[src/sv/assert_macros.svh]
// Assertion macros shared by the splitter RTL.
// No dependencies; the including module must provide clk and rst_n.
`ifndef ASSERT_MACROS_SVH
`define ASSERT_MACROS_SVH

// Check prop at every rising clk edge outside reset.
`define ASSERT_CLK(label, prop, msg) \
    label: assert property (@(posedge clk) disable iff (!rst_n) prop) \
        else $error(msg);

// Check prop at every rising clk edge, reset included.
`define ASSERT_ALWAYS(label, prop, msg) \
    label: assert property (@(posedge clk) prop) else $error(msg);

`endif

[src/sv/cqfs_pkg.sv]
// Shared types and constants for the CSV quoted field splitter.
// No dependencies.
`default_nettype none

package cqfs_pkg;

    // Field widths and defaults
    localparam int FIELD_BITS     = 16;
    localparam int CHAR_BITS_DEF  = 16;
    localparam logic [FIELD_BITS-1:0] QUOTE_CODE     = 16'd34;
    localparam logic [FIELD_BITS-1:0] DELIM_RESET    = 16'd44;

    // Quote tracking codes
    localparam logic [1:0] QM_UNQUOTED = 2'd0;
    localparam logic [1:0] QM_QUOTED   = 2'd1;
    localparam logic [1:0] QM_PENDING  = 2'd2;

    typedef struct packed {
        logic [1:0] quote_mode;
        logic       cell_nonempty;
    } cqfs_state_t;

    typedef struct packed {
        logic [FIELD_BITS-1:0] cell_char;
        logic                  cell_char_valid;
        logic                  cell_end;
        logic                  line_end;
    } cqfs_result_t;

endpackage

`default_nettype wire

[src/sv/cqfs_step.sv]
// Per-character parse step: result word and next quote state from one character.
// Depends on cqfs_pkg.
`default_nettype none

module cqfs_step #(
    parameter int CHAR_BITS = cqfs_pkg::CHAR_BITS_DEF
) (
    input  wire logic [cqfs_pkg::FIELD_BITS-1:0] char_code,
    input  wire logic                            has_char,
    input  wire logic                            line_last,
    input  wire logic [cqfs_pkg::FIELD_BITS-1:0] delimiter_code,
    input  wire cqfs_pkg::cqfs_state_t           state,
    output cqfs_pkg::cqfs_state_t                state_next,
    output cqfs_pkg::cqfs_result_t               result
);
    import cqfs_pkg::*;

    // Characters are compared in their low CMP_BITS bits only
    localparam int CMP_BITS = (CHAR_BITS < FIELD_BITS) ? CHAR_BITS : FIELD_BITS;
    localparam logic [FIELD_BITS-1:0] CHAR_MASK =
        FIELD_BITS'((64'd1 << CMP_BITS) - 64'd1);

    logic [FIELD_BITS-1:0] chr;
    logic [FIELD_BITS-1:0] dlm;
    logic                  plain;

    assign chr = char_code & CHAR_MASK;
    assign dlm = delimiter_code & CHAR_MASK;

    always_comb
    begin
        state_next = state;
        result     = '0;
        plain      = 1'b0;

        // Quote handling first
        if (has_char)
        begin
            case (state.quote_mode)
                QM_PENDING:
                begin
                    if (chr == QUOTE_CODE)
                    begin
                        // doubled quote gives one literal quote
                        result.cell_char        = chr;
                        result.cell_char_valid  = 1'b1;
                        state_next.cell_nonempty = 1'b1;
                        state_next.quote_mode    = QM_QUOTED;
                    end
                    else
                    begin
                        // lone quote closed quoting; treat char as unquoted
                        state_next.quote_mode = QM_UNQUOTED;
                        plain                 = 1'b1;
                    end
                end
                QM_QUOTED:
                begin
                    if (chr == QUOTE_CODE)
                    begin
                        state_next.quote_mode = QM_PENDING;
                    end
                    else
                    begin
                        result.cell_char         = chr;
                        result.cell_char_valid   = 1'b1;
                        state_next.cell_nonempty = 1'b1;
                    end
                end
                default:
                begin
                    state_next.quote_mode = QM_UNQUOTED;
                    plain                 = 1'b1;
                end
            endcase
        end

        // Unquoted character: open quotes, split, or append
        if (plain)
        begin
            if (chr == QUOTE_CODE && !state.cell_nonempty)
            begin
                state_next.quote_mode = QM_QUOTED;
            end
            else if (chr == dlm)
            begin
                result.cell_end          = 1'b1;
                state_next.cell_nonempty = 1'b0;
            end
            else
            begin
                result.cell_char         = chr;
                result.cell_char_valid   = 1'b1;
                state_next.cell_nonempty = 1'b1;
            end
        end

        // Line end closes the open cell and drops any quoting
        if (line_last)
        begin
            result.line_end          = 1'b1;
            state_next.quote_mode    = QM_UNQUOTED;
            state_next.cell_nonempty = 1'b0;
        end
    end

endmodule

`default_nettype wire

[src/sv/csv_quoted_field_splitter_core.sv]
// Channel   | Handshake                  | Payload
// s_axis    | s_axis_tvalid/tready       | tdata: char_code, tuser: has_char, tlast: line_last
// m_axis    | m_axis_tvalid/tready       | tdata: cell_char, tuser: valid/cell_end, tlast: line_end
// cfg       | cfg_wr_en (no wait)        | cfg_wr_data: delimiter_code
//
// One word in, one word out; a new word is taken every cycle while m_axis does not stall.
// Each word passes through the input register, then the parse step into the output register.
// Quote state updates as the input register hands its word to the output register.
// A stall on m_axis holds both registers; s_axis_tready drops only when both are full.
// rst_n clears valids and quote state and loads the comma delimiter.
//
// Top level of the CSV quoted field splitter.
// Depends on cqfs_pkg, cqfs_step and assert_macros.svh.
`default_nettype none

module csv_quoted_field_splitter_core #(
    parameter int CHAR_BITS = cqfs_pkg::CHAR_BITS_DEF
) (
    input  wire logic                            clk,
    input  wire logic                            rst_n,
    // configuration
    input  wire logic                            cfg_wr_en,
    input  wire logic [cqfs_pkg::FIELD_BITS-1:0] cfg_wr_data,
    // input stream
    input  wire logic                            s_axis_tvalid,
    output      logic                            s_axis_tready,
    input  wire logic [cqfs_pkg::FIELD_BITS-1:0] s_axis_tdata,   // [15:0] char_code
    input  wire logic [0:0]                      s_axis_tuser,   // [0] has_char
    input  wire logic                            s_axis_tlast,   // line_last
    // output stream
    output      logic                            m_axis_tvalid,
    input  wire logic                            m_axis_tready,
    output      logic [cqfs_pkg::FIELD_BITS-1:0] m_axis_tdata,   // [15:0] cell_char
    output      logic [1:0]                      m_axis_tuser,   // [0] cell_char_valid, [1] cell_end
    output      logic                            m_axis_tlast    // line_end
);
    import cqfs_pkg::*;

    logic [FIELD_BITS-1:0] delim_reg;

    logic                  in_valid_reg;
    logic [FIELD_BITS-1:0] in_char_reg;
    logic                  in_has_reg;
    logic                  in_last_reg;

    cqfs_state_t           state_reg;
    cqfs_state_t           state_next;
    cqfs_result_t          res_next;
    cqfs_result_t          res_reg;
    logic                  out_valid_reg;

    logic                  out_free;
    logic                  step_fire;
    logic                  in_fire;

    // Handshake: advance when the next register is free
    assign out_free      = !out_valid_reg || m_axis_tready;
    assign step_fire     = in_valid_reg && out_free;
    assign s_axis_tready = !in_valid_reg || out_free;
    assign in_fire       = s_axis_tvalid && s_axis_tready;

    // Delimiter register
    always_ff @(posedge clk or negedge rst_n)
    begin
        if (!rst_n)
        begin
            delim_reg <= DELIM_RESET;
        end
        else if (cfg_wr_en)
        begin
            delim_reg <= cfg_wr_data;
        end
    end

    // Input register valid
    always_ff @(posedge clk or negedge rst_n)
    begin
        if (!rst_n)
        begin
            in_valid_reg <= 1'b0;
        end
        else if (in_fire)
        begin
            in_valid_reg <= 1'b1;
        end
        else if (step_fire)
        begin
            in_valid_reg <= 1'b0;
        end
    end

    // Input register payload
    always_ff @(posedge clk)
    begin
        if (in_fire)
        begin
            in_char_reg <= s_axis_tdata;
            in_has_reg  <= s_axis_tuser[0];
            in_last_reg <= s_axis_tlast;
        end
    end

    // Parse step
    cqfs_step #(
        .CHAR_BITS (CHAR_BITS)
    ) u_step (
        .char_code      (in_char_reg),
        .has_char       (in_has_reg),
        .line_last      (in_last_reg),
        .delimiter_code (delim_reg),
        .state          (state_reg),
        .state_next     (state_next),
        .result         (res_next)
    );

    // Quote state and output valid
    always_ff @(posedge clk or negedge rst_n)
    begin
        if (!rst_n)
        begin
            state_reg     <= '0;
            out_valid_reg <= 1'b0;
        end
        else
        begin
            if (step_fire)
            begin
                state_reg     <= state_next;
                out_valid_reg <= 1'b1;
            end
            else if (m_axis_tready)
            begin
                out_valid_reg <= 1'b0;
            end
        end
    end

    // Output register payload
    always_ff @(posedge clk)
    begin
        if (step_fire)
        begin
            res_reg <= res_next;
        end
    end

    assign m_axis_tvalid = out_valid_reg;
    assign m_axis_tdata  = res_reg.cell_char;
    assign m_axis_tuser  = {res_reg.cell_end, res_reg.cell_char_valid};
    assign m_axis_tlast  = res_reg.line_end;

`include "assert_macros.svh"

    `ASSERT_CLK(a_step_fills_out, step_fire |=> out_valid_reg, "step word lost")
    `ASSERT_CLK(a_line_end_clears, (step_fire && in_last_reg) |=> (state_reg == '0), "state kept past line end")
    `ASSERT_CLK(a_char_or_split, m_axis_tvalid |-> !(m_axis_tuser[0] && m_axis_tuser[1]), "char and cell end together")
    `ASSERT_CLK(a_empty_char_zero, (m_axis_tvalid && !m_axis_tuser[0]) |-> (m_axis_tdata == '0), "stray char bits")

endmodule

`default_nettype wire
[config.mk]
export PLATFORM = sky130hd
export DESIGN_NAME = csv_quoted_field_splitter_core
export DESIGN_NICKNAME = d
export VERILOG_FILES = /design/src/sv/cqfs_pkg.sv /design/src/sv/cqfs_step.sv /design/src/sv/csv_quoted_field_splitter_core.sv
export VERILOG_INCLUDE_DIRS = /design/src /design/src/sv
export SDC_FILE = /design/constraint.sdc
export NUM_CORES = 1
export LEC_CHECK = 0
export ABC_AREA = 1
export BUFFER_PORTS_ARGS = -buffer_cell sky130_fd_sc_hd__buf_4
export CORE_ASPECT_RATIO = 0.9
export CORE_MARGIN = 8
export CORE_UTILIZATION = 54
export DETAILED_ROUTE_END_ITERATION = 6
export GPL_ROUTABILITY_DRIVEN = 1
export PLACE_DENSITY = 0.88
export REMOVE_ABC_BUFFERS = 1
export SYNTH_ARGS = -nofsm -noshare
export SYNTH_HDL_FRONTEND = slang
export SYNTH_HIERARCHICAL = 1
export SYNTH_SLANG_ARGS = --single-unit
[constraint.sdc]
create_clock -name clk -period 2 [get_ports clk]
set_input_delay 0.4 -clock clk [delete_from_list [all_inputs] [get_ports clk]]
set_output_delay 0.4 -clock clk [all_outputs]
set_load 0.03 [all_outputs]
[Yosys cells after proc, flatten, opt, wreduce, memory -nomap -nowiden]
Cells that the tools add are included.
Word-level totals
  bits of input ports: 39
  logic and storage cells: 56
  bits in writable memories: 0
  memories kept: 0
  bits in latches: 0
  output and inout bits: 21
  memory bits (read-only): 0
  flip-flop bits (word level): 58
Operators by class
  reductions and logical operators: 11
  mux-type cells: 28
  multiply operators: 0
  equal/unequal tests: 4
  order comparisons: 0
  bitwise logic cells: 1
  shift operators: 0
  add/sub/neg operators: 0
  div/mod/pow operators: 0
Operator list (count)
  17-bit two-way mux: 4
  18-bit two-way mux: 2
  17-bit one-hot mux with 2 select lines: 1
  16-bit == test: 1
  16-bit by 6-bit == test with 1-bit output, second input constant: 1
  1-bit two-way mux: 13
  3-bit two-way mux: 3
  2-bit two-way mux: 2
  1-bit one-hot mux with 2 select lines: 2
  2-bit one-hot mux with 2 select lines: 1
  2-bit nonzero test: 2
  1-bit logical AND: 3
  1-bit zero test: 3
  2-bit by 1-bit == test with 1-bit output, second input constant: 1
  2-bit == test, second input constant: 1
  1-bit logical OR: 2
  2-bit OR reduction: 1
  1-bit NOT: 1

[Logic depth before layout (Yosys ltp)]
  depth after elaboration: 7
  depth in mapped cells: 12
  gate-level depth less buffers: 12

[Hierarchy]
Netlist, hierarchy kept.
By module, submodules not included
  csv_quoted_field_splitter_core: area an instance 1961.9 µm², cells each 127, times used 1, sequential area each 1640.3 µm²
  cqfs_step: area an instance 798.3 µm², cells each 134, times used 1, sequential area each 0.0 µm²

[Least setup slack after synthesis]
Ideal clock, no wire load.
  kind: register to register
  from: register out_valid_reg (netlist: m_axis_tvalid)
  to: register in_char_reg[0] (enable)
  setup slack: 0.305 ns
  setup time: 0.373 ns
  cell stages (with the launch flop): 4
  clock period less this slack: 1.695 ns
  arrival time: 1.322 ns
  buffers on the path: 0
  data required time: 1.627 ns
  cell sequence: dfrtp_1 -> nand3_1 -> nand2_1 -> inv_1
Between the ends
  word-level cells in the longest chain between the ends: 4
RTL lines
  start: declaration: RTL line csv_quoted_field_splitter_core.sv:50  | logic out_valid_reg;
  start signal: assignment: RTL line csv_quoted_field_splitter_core.sv:122  | out_valid_reg <= 1'b0;
  start signal: assignment: RTL line csv_quoted_field_splitter_core.sv:129  | out_valid_reg <= 1'b1;
  start signal: assignment: RTL line csv_quoted_field_splitter_core.sv:133  | out_valid_reg <= 1'b0;
  1-bit zero test: RTL line csv_quoted_field_splitter_core.sv:57  | assign out_free = !out_valid_reg || m_axis_tready;
  1-bit logical OR: RTL line csv_quoted_field_splitter_core.sv:57
  1-bit logical OR: RTL line csv_quoted_field_splitter_core.sv:59  | assign s_axis_tready = !in_valid_reg || out_free;
  named net s_axis_tready: RTL line csv_quoted_field_splitter_core.sv:26  | output logic s_axis_tready,
  1-bit logical AND: RTL line csv_quoted_field_splitter_core.sv:60  | assign in_fire = s_axis_tvalid && s_axis_tready;
  named net in_fire: RTL line csv_quoted_field_splitter_core.sv:54  | logic in_fire;
  end signal: assignment: RTL line csv_quoted_field_splitter_core.sv:97  | in_char_reg <= s_axis_tdata;
  end: declaration: RTL line csv_quoted_field_splitter_core.sv:42  | logic [FIELD_BITS-1:0] in_char_reg;
The timed path passes the listed nets, and every way through them passes these cells.
A chain may end at the register's enable or synchronous reset.

==> summary.txt <==
Layout Nets = 369
Largest fanout on the critical path = 17
Layout Skew = 0.00874 ns
Final hold vios = 0
Die Ht = 83.8 um
Min-Delay Path Class = input port to register
CP startpoint = in_char_reg[12]
Reg2Reg Depth = 8
Share of cells above drive strength 1 = 0.333
Area of the mapped netlist = 2760 um^2
Synth Instances = 261
Depth of the CTS H-tree = 3
Critical Path End = m_axis_tdata[15]
Hold Path Depth = 1
# rows = 24
Status = finished clean
Syn Area/Cell = 10.6 um^2
Reg-to-Reg End = m_axis_tdata[15]
Largest net degree at the start of global routing = 33
Final Setup Violations = 0
Worst R2R Setup Slack = 0.17 ns
Worst-Skew Late Latency = 0.33 ns
Slew @ Worst Pin = 0.316 ns
Final core occ = 0.707
CTS sink count = 58
Die area = 7660 um^2
I/O pin total = 60
Slew Limit Fails = 0
Max Cap Viol = 0
Synth top area cells = edfxtp_1 40%, dfrtp_1 16%, nand2_1 7.2%, inv_1 4.8%, xnor2_1 3.2%
Total number of yosys warnings = 6
Pre-Repair DR Iteration Count = 4
Vias per cell = 4.91
Startpoint types = register
First-pass GRT wire length = 9520 um
Worst EP arrival = 1.89 ns
Core Area = 4890 um^2
WL/cell = 14.8 um
Total Wirelength = 5910 um
Sequential area share after synthesis = 0.594
WS Path Type = register to register
FF-to-FF Start = in_char_reg[12]
Routability cong. = 0.850
Period minus WS final = 1.83 ns
CTS tree = done
Vias = 1953
Post-CTS setup buffer count = 0
RSZ-0062 raised after global routing = no
Clk buf depth = 2
Worst setup EP type = register
TritonCTS Buffers = 9
Rel. slew slack = 0.789
Inst Count DP = 381
Final worst-path cycle share = 0.917
Post-route setup TNS = 0 ns
IO Port Bufs = 59
Most frequent cells in the layout = 61 x buf_4, 53 x nand2_1, 37 x edfxtp_1, 35 x inv_1, 20 x nor2_1
Total GRT Usage = 0.160
Vias in the first global route = 2011
Layout Cells excl Fill = 398
Antenna cells = 0
Area Growth Syn to Fin = 25.4%
F_max = 545 MHz
Initial antenna violation count = 0
Synthesis-stage register bit count = 58
VDD IR max = 716 uV
Leakage = 1.52 nW
Chip width = 91.4 um
Grt ovf = 0
Pwr Density = 904 nW/um^2
Detailed placement HPWL = 4440 um
CTS clk-pin slew, worst paths = 0.06 ns
Count of cell types in the netlist = 27
WHS = 0.241 ns
Final ANT Viol Nets = 0
Starting Density = 0.564
DRC Markers = 0
Most common cell after layout, fill and taps aside = buf_4
Critical Path RT = 2.06 ns
Final total power = 0.00313 W
Number of DRC markers in iteration 0 = 147
Yosys top cell by area = edfxtp_1
CTS root buf = clkbuf_8
Post-synth top area share = 0.403
[Yosys cell counts]
cell / instances
inv_2: 3
nand2_4: 1
buf_4: 1
nand4_1: 1
nand3_1: 13
buf_6: 4
nor2_2: 4
dfstp_2: 3
dfrtp_1: 18
nor2_1: 21
nand2_2: 4
or2_1: 2
nor2_4: 2
nand3_2: 3
buf_12: 1
a21boi_2: 6
nand2_1: 53
a21oi_2: 4
inv_1: 35
edfxtp_1: 37
xor2_1: 5
a21boi_0: 6
o21ai_0: 15
a21oi_1: 3
ha_1: 2
xnor2_1: 10
o21ai_2: 4
[worst max-delay path: stages (launching register included)]
cell      delay (ns)
edfxtp_1        0.44
nor2_1          0.18
nand2_1         0.08
nor2_2          0.23
nand3_2         0.15
nand2_2         0.10
nor2_4          0.05
nand2_4         0.19
a21boi_0        0.13
[worst min path at each step]
stage                     startpoint         endpoint  slack (ns)
finish               s_axis_tdata[3]   in_char_reg[3]        0.24
global route        s_axis_tdata[12]  in_char_reg[12]        0.22
CTS                  s_axis_tdata[3]   in_char_reg[3]        0.23
detailed placement             rst_n     delim_reg[7]        0.30
global placement               rst_n     delim_reg[9]        0.30
floorplan                      rst_n     delim_reg[0]        0.10
[per-layer routing]
metal  vias up  wire length [um]  GRT usage
met2        68              2890      0.250
met4         0                97     0.0906
met5         -                 0          0
met3         8               361     0.0441
li1        981                 -          -
met1       896              2560      0.196
[power breakdown]
group | switching, W | leakage (nW) | internal (W) | total (W)
clock | 0.000431 | 0.108 | 0.000680 | 0.00111
sequential | 0.0000753 | 0.615 | 0.00142 | 0.00150
combinational | 0.000310 | 0.797 | 0.000208 | 0.000518
total | 0.000817 | 1.52 | 0.00231 | 0.00313
[metrics by stage]
step | setup WS [ns] | area (um^2)
after CTS | 0.153 | 3450
after detailed placement | 0.172 | 3230
after global placement | 0.214 | 3230
after floorplan | 0.305 | 2690
after global routing | 0.00217 | 3460
final | 0.165 | 3460
[logic make-up (layout without fill, tap and decap cells)]
group / Yosys count / after routing / synth area share
adders and majority gates: 2 / 2 / 0.00906
DFF: 58 / 58 / 0.594
buffers and inverters: 44 / 116 / 0.0780
AOI/OAI and AO/OA: 38 / 38 / 0.0988
xor gates and xnor gates: 15 / 15 / 0.0476
and+or+nand+nor: 104 / 104 / 0.172
[repair_timing]
| item | CTS | global route |
|---|---|---|
| hold buffers | 1 | 0 |
| endpoints found under the hold margin | 18 | 0 |
| resized for setup | 0 | 2 |
| endpoints found under the setup margin | 0 | 6 |
[area by class of cell]
class	instances	area, um^2
flip-flops and latches	58	1640
fillers	380	1430
multi-input cells	159	915
repair buffers	62	468
clock buffers	12	166
inverters	38	143
well taps	65	81.3
clock inverters	4	47.5
Note: power is estimated with default switching activity, not from simulation.
